--- src/sv/spq_pkg.sv ---
// Shared types and codes for the sorted priority ready queue.
package spq_pkg;

	localparam logic MODE_ENQ = 1'b0;
	localparam logic MODE_DEQ = 1'b1;

	localparam logic [1:0] STAT_ENQUEUED = 2'd0;
	localparam logic [1:0] STAT_DEQUEUED = 2'd1;
	localparam logic [1:0] STAT_EMPTY    = 2'd2;
	localparam logic [1:0] STAT_FULL     = 2'd3;

	typedef struct packed {
		logic       mode;
		logic [7:0] proc_id;
		logic [7:0] prio;
	} req_t;

	typedef struct packed {
		logic [1:0] status;
		logic [7:0] out_id;
		logic [7:0] out_prio;
		logic [4:0] occupancy;
	} rsp_t;

	typedef struct packed {
		logic [7:0] proc_id;
		logic [7:0] prio;
	} entry_t;

endpackage

--- src/sv/sorted_priority_ready_queue_top.sv ---
// Sorted priority ready queue: circular entry memory with insertion-sort enqueue.
//
// Request channel (req_valid/req_ready, payload req): mode 0 inserts proc_id/prio
// behind every held entry of equal or higher priority; mode 1 removes the head.
// Response channel (rsp_valid/rsp_ready, payload rsp): exactly one transaction per
// request, with status, the removed entry on a dequeue, and the occupancy after it.
//
// One request is processed at a time; req_ready is high while the block is idle.
// Paths from request to response: a rejected enqueue (full), an enqueue into an empty
// queue and a dequeue of an empty queue go straight from idle to the output state; a
// dequeue does one read of the head entry and the head pointer advances; any other
// enqueue moves m entries back one place, then writes the new entry in place.
// An enqueue walks from the tail toward the head, one entry per cycle: each
// cycle compares the entry read in the previous cycle, writes it one place
// further back, and reads the next one. The single-port-pair entry memory
// sets this pace.
// Reset empties the queue at once (count and head cleared); entry contents
// are not cleared. A stalled response is held in the output register; the
// next request is accepted meanwhile and waits finished until it is taken.
module sorted_priority_ready_queue_top #(
	parameter int CAPACITY = 16
) (
	input  logic           clk,
	input  logic           arst_n,
	input  logic           req_valid,
	output logic           req_ready,
	input  spq_pkg::req_t  req,
	output logic           rsp_valid,
	input  logic           rsp_ready,
	output spq_pkg::rsp_t  rsp
);

	localparam int AW = (CAPACITY > 1) ? $clog2(CAPACITY) : 1;
	localparam int CW = $clog2(CAPACITY + 1);

	typedef enum logic [4:0] {
		S_IDLE = 5'b00001,
		S_SCAN = 5'b00010,
		S_INS  = 5'b00100,
		S_DEQ  = 5'b01000,
		S_OUT  = 5'b10000
	} state_t;

	state_t          state_q;
	logic [CW-1:0]   count_q;
	logic [AW-1:0]   head_q;
	logic [CW-1:0]   k_q;
	logic            rsp_valid_q;
	spq_pkg::entry_t new_q;
	logic [1:0]      res_status_q;
	spq_pkg::entry_t res_entry_q;
	spq_pkg::rsp_t   rsp_q;

	spq_pkg::entry_t mem [CAPACITY];
	spq_pkg::entry_t rdata_q;

	logic            acc;
	logic            full;
	logic            empty;
	logic            rd_lt;
	logic            mem_we;
	logic [AW-1:0]   mem_wa;
	spq_pkg::entry_t mem_wd;
	logic [AW-1:0]   mem_ra;
	logic            out_load;

	// logical position k from the head to a physical slot
	function automatic logic [AW-1:0] phys(input logic [AW-1:0] h, input logic [CW-1:0] k);
		logic [CW:0] s;
		s = (CW+1)'(h) + (CW+1)'(k);
		if (s >= (CW+1)'(CAPACITY))
			s = s - (CW+1)'(CAPACITY);
		return s[AW-1:0];
	endfunction

	assign req_ready = (state_q == S_IDLE);
	assign acc       = req_valid && req_ready;
	assign full      = (count_q == CW'(CAPACITY));
	assign empty     = (count_q == '0);
	assign rd_lt     = (rdata_q.prio < new_q.prio);
	assign out_load  = (state_q == S_OUT) && (!rsp_valid_q || rsp_ready);
	assign rsp_valid = rsp_valid_q;
	assign rsp       = rsp_q;

	always_comb begin
		mem_we = 1'b0;
		mem_wa = head_q;
		mem_wd = new_q;
		mem_ra = head_q;
		unique case (state_q)
			S_IDLE: begin
				if (req.mode == spq_pkg::MODE_ENQ)
					mem_ra = phys(head_q, count_q - CW'(1));
				if (acc && req.mode == spq_pkg::MODE_ENQ && !full && empty) begin
					mem_we = 1'b1;
					mem_wa = head_q;
					mem_wd = '{proc_id: req.proc_id, prio: req.prio};
				end
			end
			S_SCAN: begin
				// read ahead of the write; k-2 wraps only when it goes unused
				mem_ra = phys(head_q, k_q - CW'(2));
				mem_we = 1'b1;
				mem_wa = phys(head_q, k_q);
				mem_wd = rd_lt ? rdata_q : new_q;
			end
			S_INS: begin
				mem_we = 1'b1;
				mem_wa = phys(head_q, k_q);
				mem_wd = new_q;
			end
			S_DEQ, S_OUT: begin
			end
			default: begin
			end
		endcase
	end

	always_ff @(posedge clk) begin
		if (mem_we)
			mem[mem_wa] <= mem_wd;
		rdata_q <= mem[mem_ra];
	end

	always_ff @(posedge clk or negedge arst_n) begin
		if (!arst_n) begin
			state_q     <= S_IDLE;
			count_q     <= '0;
			head_q      <= '0;
			k_q         <= '0;
			rsp_valid_q <= 1'b0;
		end else begin
			if (out_load)
				rsp_valid_q <= 1'b1;
			else if (rsp_ready)
				rsp_valid_q <= 1'b0;
			unique case (state_q)
				S_IDLE: begin
					if (acc) begin
						if (req.mode == spq_pkg::MODE_ENQ) begin
							if (full) begin
								state_q <= S_OUT;
							end else if (empty) begin
								count_q <= count_q + CW'(1);
								state_q <= S_OUT;
							end else begin
								k_q     <= count_q;
								state_q <= S_SCAN;
							end
						end else begin
							state_q <= empty ? S_OUT : S_DEQ;
						end
					end
				end
				S_SCAN: begin
					if (rd_lt) begin
						k_q <= k_q - CW'(1);
						if (k_q == CW'(1))
							state_q <= S_INS;
					end else begin
						count_q <= count_q + CW'(1);
						state_q <= S_OUT;
					end
				end
				S_INS: begin
					count_q <= count_q + CW'(1);
					state_q <= S_OUT;
				end
				S_DEQ: begin
					head_q  <= (head_q == AW'(CAPACITY - 1)) ? '0 : head_q + AW'(1);
					count_q <= count_q - CW'(1);
					state_q <= S_OUT;
				end
				S_OUT: begin
					if (out_load)
						state_q <= S_IDLE;
				end
				default: state_q <= S_IDLE;
			endcase
		end
	end

	always_ff @(posedge clk) begin
		if (acc) begin
			new_q       <= '{proc_id: req.proc_id, prio: req.prio};
			res_entry_q <= '0;
			if (req.mode == spq_pkg::MODE_ENQ)
				res_status_q <= full ? spq_pkg::STAT_FULL : spq_pkg::STAT_ENQUEUED;
			else
				res_status_q <= empty ? spq_pkg::STAT_EMPTY : spq_pkg::STAT_DEQUEUED;
		end
		if (state_q == S_DEQ)
			res_entry_q <= rdata_q;
		if (out_load) begin
			rsp_q.status    <= res_status_q;
			rsp_q.out_id    <= res_entry_q.proc_id;
			rsp_q.out_prio  <= res_entry_q.prio;
			rsp_q.occupancy <= 5'(count_q);
		end
	end

	a_count_bound: assert property (@(posedge clk) disable iff (!arst_n)
		count_q <= CW'(CAPACITY))
		else $error("queue count above capacity");

	a_head_bound: assert property (@(posedge clk) disable iff (!arst_n)
		head_q <= AW'(CAPACITY - 1))
		else $error("head pointer out of range");

	a_scan_pos: assert property (@(posedge clk) disable iff (!arst_n)
		state_q == S_SCAN |-> (k_q != '0) && (k_q <= count_q) && !full)
		else $error("insert scan position out of range");

	a_full_reject: assert property (@(posedge clk) disable iff (!arst_n)
		acc && req.mode == spq_pkg::MODE_ENQ && full |=> state_q == S_OUT && full)
		else $error("enqueue into full queue changed state");

	a_deq_shrinks: assert property (@(posedge clk) disable iff (!arst_n)
		state_q == S_DEQ |=> count_q == $past(count_q) - CW'(1))
		else $error("dequeue did not shrink queue");

endmodule

--- config.mk ---
export PLATFORM = sky130hd
export DESIGN_NAME = sorted_priority_ready_queue_top
export DESIGN_NICKNAME = d
export VERILOG_FILES = /design/src/sv/spq_pkg.sv /design/src/sv/sorted_priority_ready_queue_top.sv
export SDC_FILE = /design/constraint.sdc
export NUM_CORES = 1
export LEC_CHECK = 0
export BUFFER_PORTS_ARGS = -buffer_cell sky130_fd_sc_hd__buf_2
export CAP_MARGIN = 0
export CORE_MARGIN = 3
export CORE_UTILIZATION = 55
export CTS_CLUSTER_DIAMETER = 100
export DETAILED_ROUTE_END_ITERATION = 7
export PLACE_DENSITY = 0.75
export SYNTH_ARGS = -nofsm -noshare
export SYNTH_HDL_FRONTEND = slang
export SYNTH_SLANG_ARGS = --single-unit
--- constraint.sdc ---
create_clock -name clk -period 3.55 [get_ports clk]
set_input_delay 0.5325 -clock clk [delete_from_list [all_inputs] [get_ports clk]]
set_output_delay 0.5325 -clock clk [all_outputs]
set_load 0.03 [all_outputs]
==> flow_summary.toml, run 1 <==
[global_routing]
grt_max_degree = 50
grt_pass1_wl_um = 47490
grt_pass1_vias = 8233
grt_antenna_before_repair = 0
grt.overflow.total = 0
grt_usage_pct = 21.45

[finish]
diodes = 0
stdcell_count = 1392
final_layout_size_suffix_gt1_share_pct = 17.50
fin_nets = 1079
syn_to_final_growth_pct = 14.38

[worst_hold_path]
hold_depth = 1
min_path_type = "in2reg"
hold_start = "req[5]"
hold_end = "new_q[5]"

[place]
routabilityCongestion = 0.9149
place_inst = 1328
portBuffers = 45
dpl.hpwl_um = 19580

[power_and_ir_drop]
ir_worst_vdd_mv = 0.8787
leakage_nw = 7.061
p_per_area_nw_per_um2 = 1025

[logic_synthesis]
synth_warnings = 0
ys_seq_elements = 349
syn_area_um2 = 14860
async_reset_ff_share_pct = 5.731
synth_cell_type_count = 67
synth_edf_count = 313
seq_area_frac_synth_pct = 68.76
synth.avg_cell_area_um2 = 16.00
synthCells = 929
yosys_most_used_dff = "edfxtp_1"
syn_nets = 976

[floorplan]
start_util_pct = 56.56
top_level_ports = 46
die_w_um = 170.4
num_rows = 59
dieHeight_um = 170.4
core_um2 = 26280
die-area_um2 = 29030

[routing]
drt-total-wl_um = 30910
vias = 8232
drtPass1Iterations = 5
ant_nets = 0
routedWlPerCell_um = 22.20
drtIter0Drc = 763
avgViaCountPerCell = 5.914
drcViolationCount = 0

[clocking]
cts_setup_buffers = 0
clkSlewWorstSetupHoldPaths_ps = 60
hold_buffers = 1
clock_latency_ps = 520
cts_tree = "built"
numCtsBuffers = 36
cts-root-buf = "clkbuf_16"
clockBufferDepth = 3
ctsHtreeMaxLevel = 2
clock_sinks = 349
post_cts_resized = 0

[worst_setup_path]
reg2regPathDepth = 12
critPathArrivalTime_ps = 3580
cpPeakStageDelay_ps = 460
crit_path_start_kind = "register"
cp_max_fo = 32
reg2reg_slack_ps = 360
crit_path_top_delay_cell = "dfrtp_1"
critPathCaptureType = "register"
path_cells = "inv_1 > ha_1 > inv_1 > ha_1 > a21o_1 > a21oi_1 > xnor2_1 > o211a_1 > a2111oi_4 > buf_12 > mux2i_1 > mux2i_1"
cp_data_required_time_ps = 3940
reg2reg_from = "count_q[1]"
crit_type = "reg2reg"
regToRegEndpoint = "rdata_q[4]"

[run_status]
status = "completed"

[sta]
final.min_clock_period_ps = 3190
worst_slew_pin_slew_ps = 972.2
fin_tns_setup_ps = 0
hold_violations = 0
slew_headroom_pct = 34.90
rsz0062_at_grt = "false"
setup_viol = 0
finalCritPeriodShare_pct = 89.85
slew_viol_final = 0
skew_ps = 11.87
fmaxAchievable_mhz = 313.5

[run]
maxCapViolations = 0
power by group:
part,leakage [nW],total [mW],switching [mW],internal [mW]
Clock,0.538,3.58,1.47,2.11
Combinational,3.29,7.68,4.57,3.11
Sequential,3.24,6.17,0.333,5.84
stage by stage:
| stage | total power [mW] | setup WS (ps) | hold slack, ps | instance area (um^2) | util (%) |
|---|---|---|---|---|---|
| after floorplan | 11.67 | 191.6 | 236.9 | 14860 | - |
| after global placement | 13.65 | 540.0 | 400.9 | 15880 | 60.43 |
| after detailed placement | 13.86 | 366.6 | 404.5 | 15880 | 60.43 |
| after CTS | 17.50 | 358.2 | 197.3 | 17000 | 64.69 |
| after global routing | 18.32 | 154.3 | 202.9 | 17000 | 64.69 |
| final | 17.43 | 360.2 | 215.8 | 17000 | 64.69 |
registers in the layout, summed over array words and instances (netlist names):
name and flops:
rdata_q 16, count_q 5, head_q 4, res_entry_q 16, new_q 16, mem 256
state_q 5, rsp_valid 1, res_status_q 2, rsp 23, k_q 5
worst max path at each step:
stage / start / end / slack (ps) / cells past startpoint
2_1_floorplan: state_q[0] / mem[10][0] / 190 / 9
3_3_place_gp: count_q[1] / rdata_q[9] / 540 / 12
3_5_place_dp: count_q[1] / rdata_q[9] / 370 / 12
4_1_cts: count_q[1] / rdata_q[4] / 360 / 12
5_1_grt: count_q[1] / rdata_q[4] / 150 / 12
6_report: count_q[1] / rdata_q[4] / 360 / 12
cell type report:
| cell class | count | area (um^2) |
|---|---|---|
| Clock inverter | 14 | 151.4 |
| Clock buffer | 49 | 959.7 |
| Timing Repair Buffer | 109 | 783.3 |
| Multi-Input combinational cell | 501 | 4335 |
| Sequential cell | 349 | 10220 |
| Inverter | 35 | 131.4 |
| Tap cell | 335 | 419.2 |
| Fill cell | 1852 | 9279 |
cell families after synthesis:
logic type	synth area share, %
flip-flops	68.76
adder cells (fa/ha/maj)	2.340
XOR/XNOR	1.178
multiplexers	15.84
AO/OA/AOI/OAI	4.891
AND/OR/NAND/NOR	4.243
buffers and inverters	2.744
per-layer routing:
layer | vias to the layer above | share of wire (%) | global-route usage (%)
met4 | 0 | 2.2 | 6.243
met3 | 63 | 7.4 | 3.786
met5 | - | 0 | 0
li1 | 3769 | - | -
met2 | 315 | 46 | 33.15
met1 | 4085 | 45 | 31.62
critical path, delay by kind of cell (launching register included):
family                   cells  cell delay [ps]
adder cells (fa/ha/maj)      2              650
flip-flops                   1              460
buffers and inverters        3              480
XOR/XNOR                     1              120
AO/OA/AOI/OAI                4              980
multiplexers                 2              380
cells in the mapped netlist, drive strengths merged, types with 11 or more instances:
cell type | instances | area [um^2]
a22oi | 21 | 157.7
a21oi | 16 | 80.08
xnor2 | 14 | 122.6
inv | 35 | 131.4
dfrtp | 19 | 475.5
nor2 | 21 | 102.6
mux2i | 233 | 2332
o21ai | 30 | 150.1
ha | 23 | 287.8
and2 | 19 | 118.9
edfxtp | 313 | 9399
buf | 33 | 234.0
nand2 | 19 | 73.82
nor3 | 21 | 121.4
dfxtp | 16 | 320.3
clkbuf | 11 | 42.54
layout by cell type, fill, tap and decap left out, drive strengths merged, types with 10 or more instances in the layout:
cell    count
clkbuf     49
nand2      19
a22oi      21
mux2i     233
inv        36
ha         23
and2       19
a21oi      16
xnor2      14
o21ai      30
clkinv     10
buf       108
nor2       21
nand3      10
dfrtp      19
edfxtp    313
nor3       21
dfxtp      16
Power figures use the tool's default switching activity.
==> run 2, diff against run 1 <==
- CORE_UTILIZATION: 55 -> 35
- PLACE_DENSITY: 0.75 -> not set
==> flow_summary.toml, run 2 (same netlist as run 1, synthesis figures left out) <==
[worst_setup_path]
startpoint = "count_q[1]"
crit_path_start_kind = "register"
critPathArrivalTime_ps = 3530
reg2regPathDepth = 12
cp_max_fo = 32
cp_data_required_time_ps = 3940
crit_type = "reg2reg"
regToRegEndpoint = "rdata_q[2]"
critPathCaptureType = "register"
reg2reg_from = "count_q[1]"
reg2reg_slack_ps = 420
cp-endpoint = "rdata_q[2]"

[clocking]
clkSlewWorstSetupHoldPaths_ps = 60
post_cts_resized = 0
ctsHtreeMaxLevel = 2
numCtsBuffers = 36
clock_sinks = 349
clockBufferDepth = 3
clock_latency_ps = 520
cts_setup_buffers = 0
cts_tree = "built"
cts-root-buf = "clkbuf_16"

[floorplan]
num_rows = 74
die_w_um = 212.1
top_level_ports = 46
die-area_um2 = 44980
start_util_pct = 35.92
dieHeight_um = 212.1
core_um2 = 41390

[place]
place_inst = 1516
portBuffers = 45
routabilityCongestion = 0.7944
dpl.hpwl_um = 19460

[run_status]
status = "completed"

[global_routing]
grt_antenna_before_repair = 0
grt_pass1_wl_um = 47360
grt.overflow.total = 0
grt_usage_pct = 13.78
grt_max_degree = 49
grt_pass1_vias = 7932

[finish]
syn_to_final_growth_pct = 16.25
fill_cells = 3682
stdcell_count = 1582
most-common-layout-cells = "edfxtp_1 (313), mux2i_1 (233), buf_4 (46)"
fin_nets = 1070
largest_register_ffs = 256
final_common_cell = "edfxtp_1"
seq_area_um2 = 10220
multi_input_area_um2 = 4335
final_layout_size_suffix_gt1_share_pct = 18.02
regMostFlops = "mem"

[sta]
skew_ps = 15.13
holdWs_ps = 201.2
hold_violations = 0
rsz0062_at_grt = "false"
setup_viol = 0
slew_viol_final = 0
slew_headroom_pct = 33.62
fin_tns_setup_ps = 0
fmaxAchievable_mhz = 319.4
final.min_clock_period_ps = 3131
worst_slew_pin_slew_ps = 968.0
finalCritPeriodShare_pct = 88.20

[routing]
drtIter0Drc = 376
vias = 7865
avgViaCountPerCell = 4.972
ant_nets = 0
routedWlPerCell_um = 19.34
drt-total-wl_um = 30590
drcViolationCount = 0
drtPass1Iterations = 4

[worst_hold_path]
hold_start = "req[7]"
min_path_type = "in2reg"

[power_and_ir_drop]
p_per_area_nw_per_um2 = 1009
ir_worst_vdd_mv = 0.8618
leakage_nw = 7.059

[run]
maxCapViolations = 0
==> run 2: cell types whose count changed in the layout (fill, tap and decap cells not counted), moves of 2 or more <==
cell / change
clkbuf_1: -9
clkinv_1: -3
buf_12: +2
buf_4: -11
clkinv_2: +8
bufinv_16: +2
clkinvlp_4: +4
==> run 2: worst max-delay path, cell delays in order (launching register included) <==
cell       delay (ps)
dfrtp_1           480
inv_1             120
ha_1              360
inv_1              60
ha_1              270
a21o_1            180
a21oi_1           160
xnor2_1           100
o211a_1           240
a2111oi_4         380
buf_12            280
mux2i_1           230
mux2i_1            90
==> run 2: worst min path at each step <==
stage            endpoint  slack, ps  depth (start not counted)
6_report         new_q[7]        200                          1
4_1_cts          new_q[7]        180                          1
2_1_floorplan  count_q[0]        240                          0
3_5_place_dp      rsp[21]        400                          0
5_1_grt         new_q[11]        180                          1
3_3_place_gp      rsp[13]        400                          0
==> run 2: repair_timing <==
item / 4_1_cts / 5_1_grt
hold endpoints to repair: 19 / 0
hold buffers: 1 / 0
setup endpoints to repair: 0 / 0
==> run 2: where the power goes <==
part	internal [mW]	total, mW	leakage (nW)	switching (mW)
registers	5.83	6.22	3.24	0.386
clock network	2.23	3.76	0.575	1.53
logic	3.08	7.45	3.25	4.37
total	11.1	17.4	7.06	6.29
==> run 2: per-stage QoR <==
step                      area [um^2]  util (%)  total power [mW]  worst slack, ps
final                           17280     41.75             17.43            419.1
after global routing            17280     41.74             18.45            213.1
after CTS                       17280     41.74             17.63            420.4
after detailed placement        16080     38.86             13.82            453.7
after global placement          16080     38.86             13.69            507.9
after floorplan                 14860         -             11.67            191.6
==> run 2: final cells by class <==
class                      instances  share of cell area (%)
sequential                       349                   59.15
multi-input combinational        501                   25.09
clock buffer                      39                   5.279
timing repair buffer             100                   4.287
tap                              532                   3.852
clock inverter                    25                   1.564
inverter                          35                  0.7603
antenna                            1                 0.01448
==> run 2: routing by layer <==
layer / up-vias / track usage [%] / wire length [um]
met1: 3942 / 18.21 / 13700
met4: 0 / 3.741 / 569
li1: 3745 / - / -
met3: 39 / 2.390 / 1190
met5: - / 0 / 0
met2: 139 / 23.56 / 15130
==> run 3, diff against run 2 <==
- PLACE_DENSITY: not set -> 0.5
==> flow_summary.toml, run 3 (same netlist as run 1, synthesis figures left out) <==
[run_status]
status = "completed"

[worst_setup_path]
path_buf_inv = 3
crit_type = "reg2reg"
regToRegEndpoint = "rdata_q[12]"
reg2reg_from = "count_q[1]"
crit_family = "compound AO/OA/AOI/OAI gates"
critPathCaptureType = "register"
reg2regPathDepth = 12
critPathArrivalTime_ps = 3710
path_cells = "inv_1 > ha_1 > inv_1 > ha_1 > a21o_1 > a21oi_1 > xnor2_1 > o211a_1 > a2111oi_4 > buf_12 > mux2i_1 > mux2i_1"
cp_max_fo = 32
crit_path_start_kind = "register"
reg2reg_slack_ps = 270
cp_data_required_time_ps = 3990
crit_path_top_delay_cell = "dfrtp_1"
cpPeakStageDelay_ps = 480

[finish]
regMostFlops = "mem"
most-common-layout-cells = "edfxtp_1 (313), mux2i_1 (233), buf_4 (77)"
syn_to_final_growth_pct = 18.06
postLayoutCoreUtil_pct = 42.40
final_layout_size_suffix_gt1_share_pct = 20.18
fill_cells = 3749
final_common_cell = "edfxtp_1"
stdcell_count = 1617
multi_input_area_um2 = 4335
diodes = 0
largest_register_ffs = 256
seq_area_um2 = 10220
fin_nets = 1103

[power_and_ir_drop]
internal-power_mw = 11.35
leakage_nw = 7.240
power_frac_seq_pct = 33.9
clockPowerShare_pct = 21.5
p_sw_mw = 6.745
ir_worst_vdd_mv = 0.6026
pwr-share-comb_pct = 44.6
p_per_area_nw_per_um2 = 1031
power.share.switching_pct = 37.27

[routing]
vias = 8117
drtPass1Iterations = 5
met2WireLength_um = 15710
avgViaCountPerCell = 5.020
drt-total-wl_um = 34590
m1WireLength_um = 16650
top_layer = "met4"
ant_nets = 0
drcViolationCount = 0
routedWlPerCell_um = 21.39
drtIter0Drc = 575
wl_met3_um = 1469

[global_routing]
grt_pass1_vias = 8272
grt_max_degree = 61
grt_usage_pct = 15.64
grt_antenna_before_repair = 0
grt.overflow.total = 0
grt_pass1_wl_um = 52400

[clocking]
clockBufferDepth = 3
post_cts_resized = 0
clock_sinks = 349
numCtsBuffers = 39
clkSlewWorstSetupHoldPaths_ps = 60
ctsHtreeMaxLevel = 2
cts-root-buf = "clkbuf_16"
clock_latency_ps = 560
cts_tree = "built"
cts_setup_buffers = 0
hold_buffers = 1

[floorplan]
start_util_pct = 35.92
die_w_um = 212.1
die-area_um2 = 44980
top_level_ports = 46
dieHeight_um = 212.1
num_rows = 74
core_um2 = 41390

[worst_hold_path]
hold_depth = 1
hold_start = "req[7]"
hold_end = "new_q[7]"
min_path_type = "in2reg"

[place]
pre_cts_slack_ps = 187.5
dpl.hpwl_um = 22650
place_inst = 1546
routabilityCongestion = 0.7463
portBuffers = 45

[sta]
slew_viol_final = 0
worst_slew_pin_slew_ps = 1026
hold_violations = 0
postLayoutSetupSlackWorst_ps = 274.0
slew_headroom_pct = 29.67
setup_viol = 0
fmaxAchievable_mhz = 305.2
final.min_clock_period_ps = 3276
rsz0062_at_grt = "false"
finalCritPeriodShare_pct = 92.28
holdWs_ps = 175.1
skew_ps = 21.13
fin_tns_setup_ps = 0

[run]
maxCapViolations = 0
==> run 3: through the flow <==
stage	power [mW]	area, um^2
after global placement	14.32	16300
after floorplan	11.67	14860
after CTS	18.32	17550
final	18.10	17550
after detailed placement	14.36	16300
after global routing	19.15	17550
==> run 3: power groups by stage <==
| stage | logic [mW] | clock network (mW) | registers (mW) |
|---|---|---|---|
| 2_1_floorplan | 5.51 | 0 | 6.17 |
| 3_3_place_gp | 8.12 | 0 | 6.20 |
| 3_5_place_dp | 8.15 | 0 | 6.21 |
| 4_1_cts | 8.18 | 4.01 | 6.13 |
| 5_1_grt | 8.79 | 4.19 | 6.18 |
| 6_report | 8.07 | 3.89 | 6.13 |
==> run 3: metal layers <==
| metal | track usage, % | up-vias |
|---|---|---|
| met3 | 2.627 | 51 |
| met1 | 22.49 | 4077 |
| met5 | 0 | - |
| met2 | 24.41 | 170 |
| met4 | 4.804 | 0 |
| li1 | - | 3819 |
==> run 3: area by class of cell <==
class / instances / share of cell area [%]
flip-flops and latches: 349 / 58.24
multi-input cells: 501 / 24.70
clock buffers: 44 / 5.668
repair buffers: 130 / 5.433
well taps: 532 / 3.793
clock inverters: 26 / 1.412
inverters: 35 / 0.7486
==> run 3: worst reg2reg max path, delay by kind of cell (launching register included) <==
kind / cells / cell delay [ps]
AO/OA/AOI/OAI: 4 / 960
XOR/XNOR: 1 / 110
adder cells (fa/ha/maj): 2 / 660
buffers and inverters: 3 / 500
flip-flops: 1 / 480
multiplexers: 2 / 450
==> run 3: how the worst max path moves through the flow <==
stage	depth (start not counted)	from	to	slack, ps
2_1_floorplan	9	state_q[0]	mem[10][0]	190
3_3_place_gp	9	count_q[1]	mem[10][2]	90
3_5_place_dp	9	count_q[1]	mem[10][15]	190
4_1_cts	9	count_q[1]	mem[10][3]	170
5_1_grt	9	count_q[1]	mem[10][0]	10
6_report	12	count_q[1]	rdata_q[12]	270
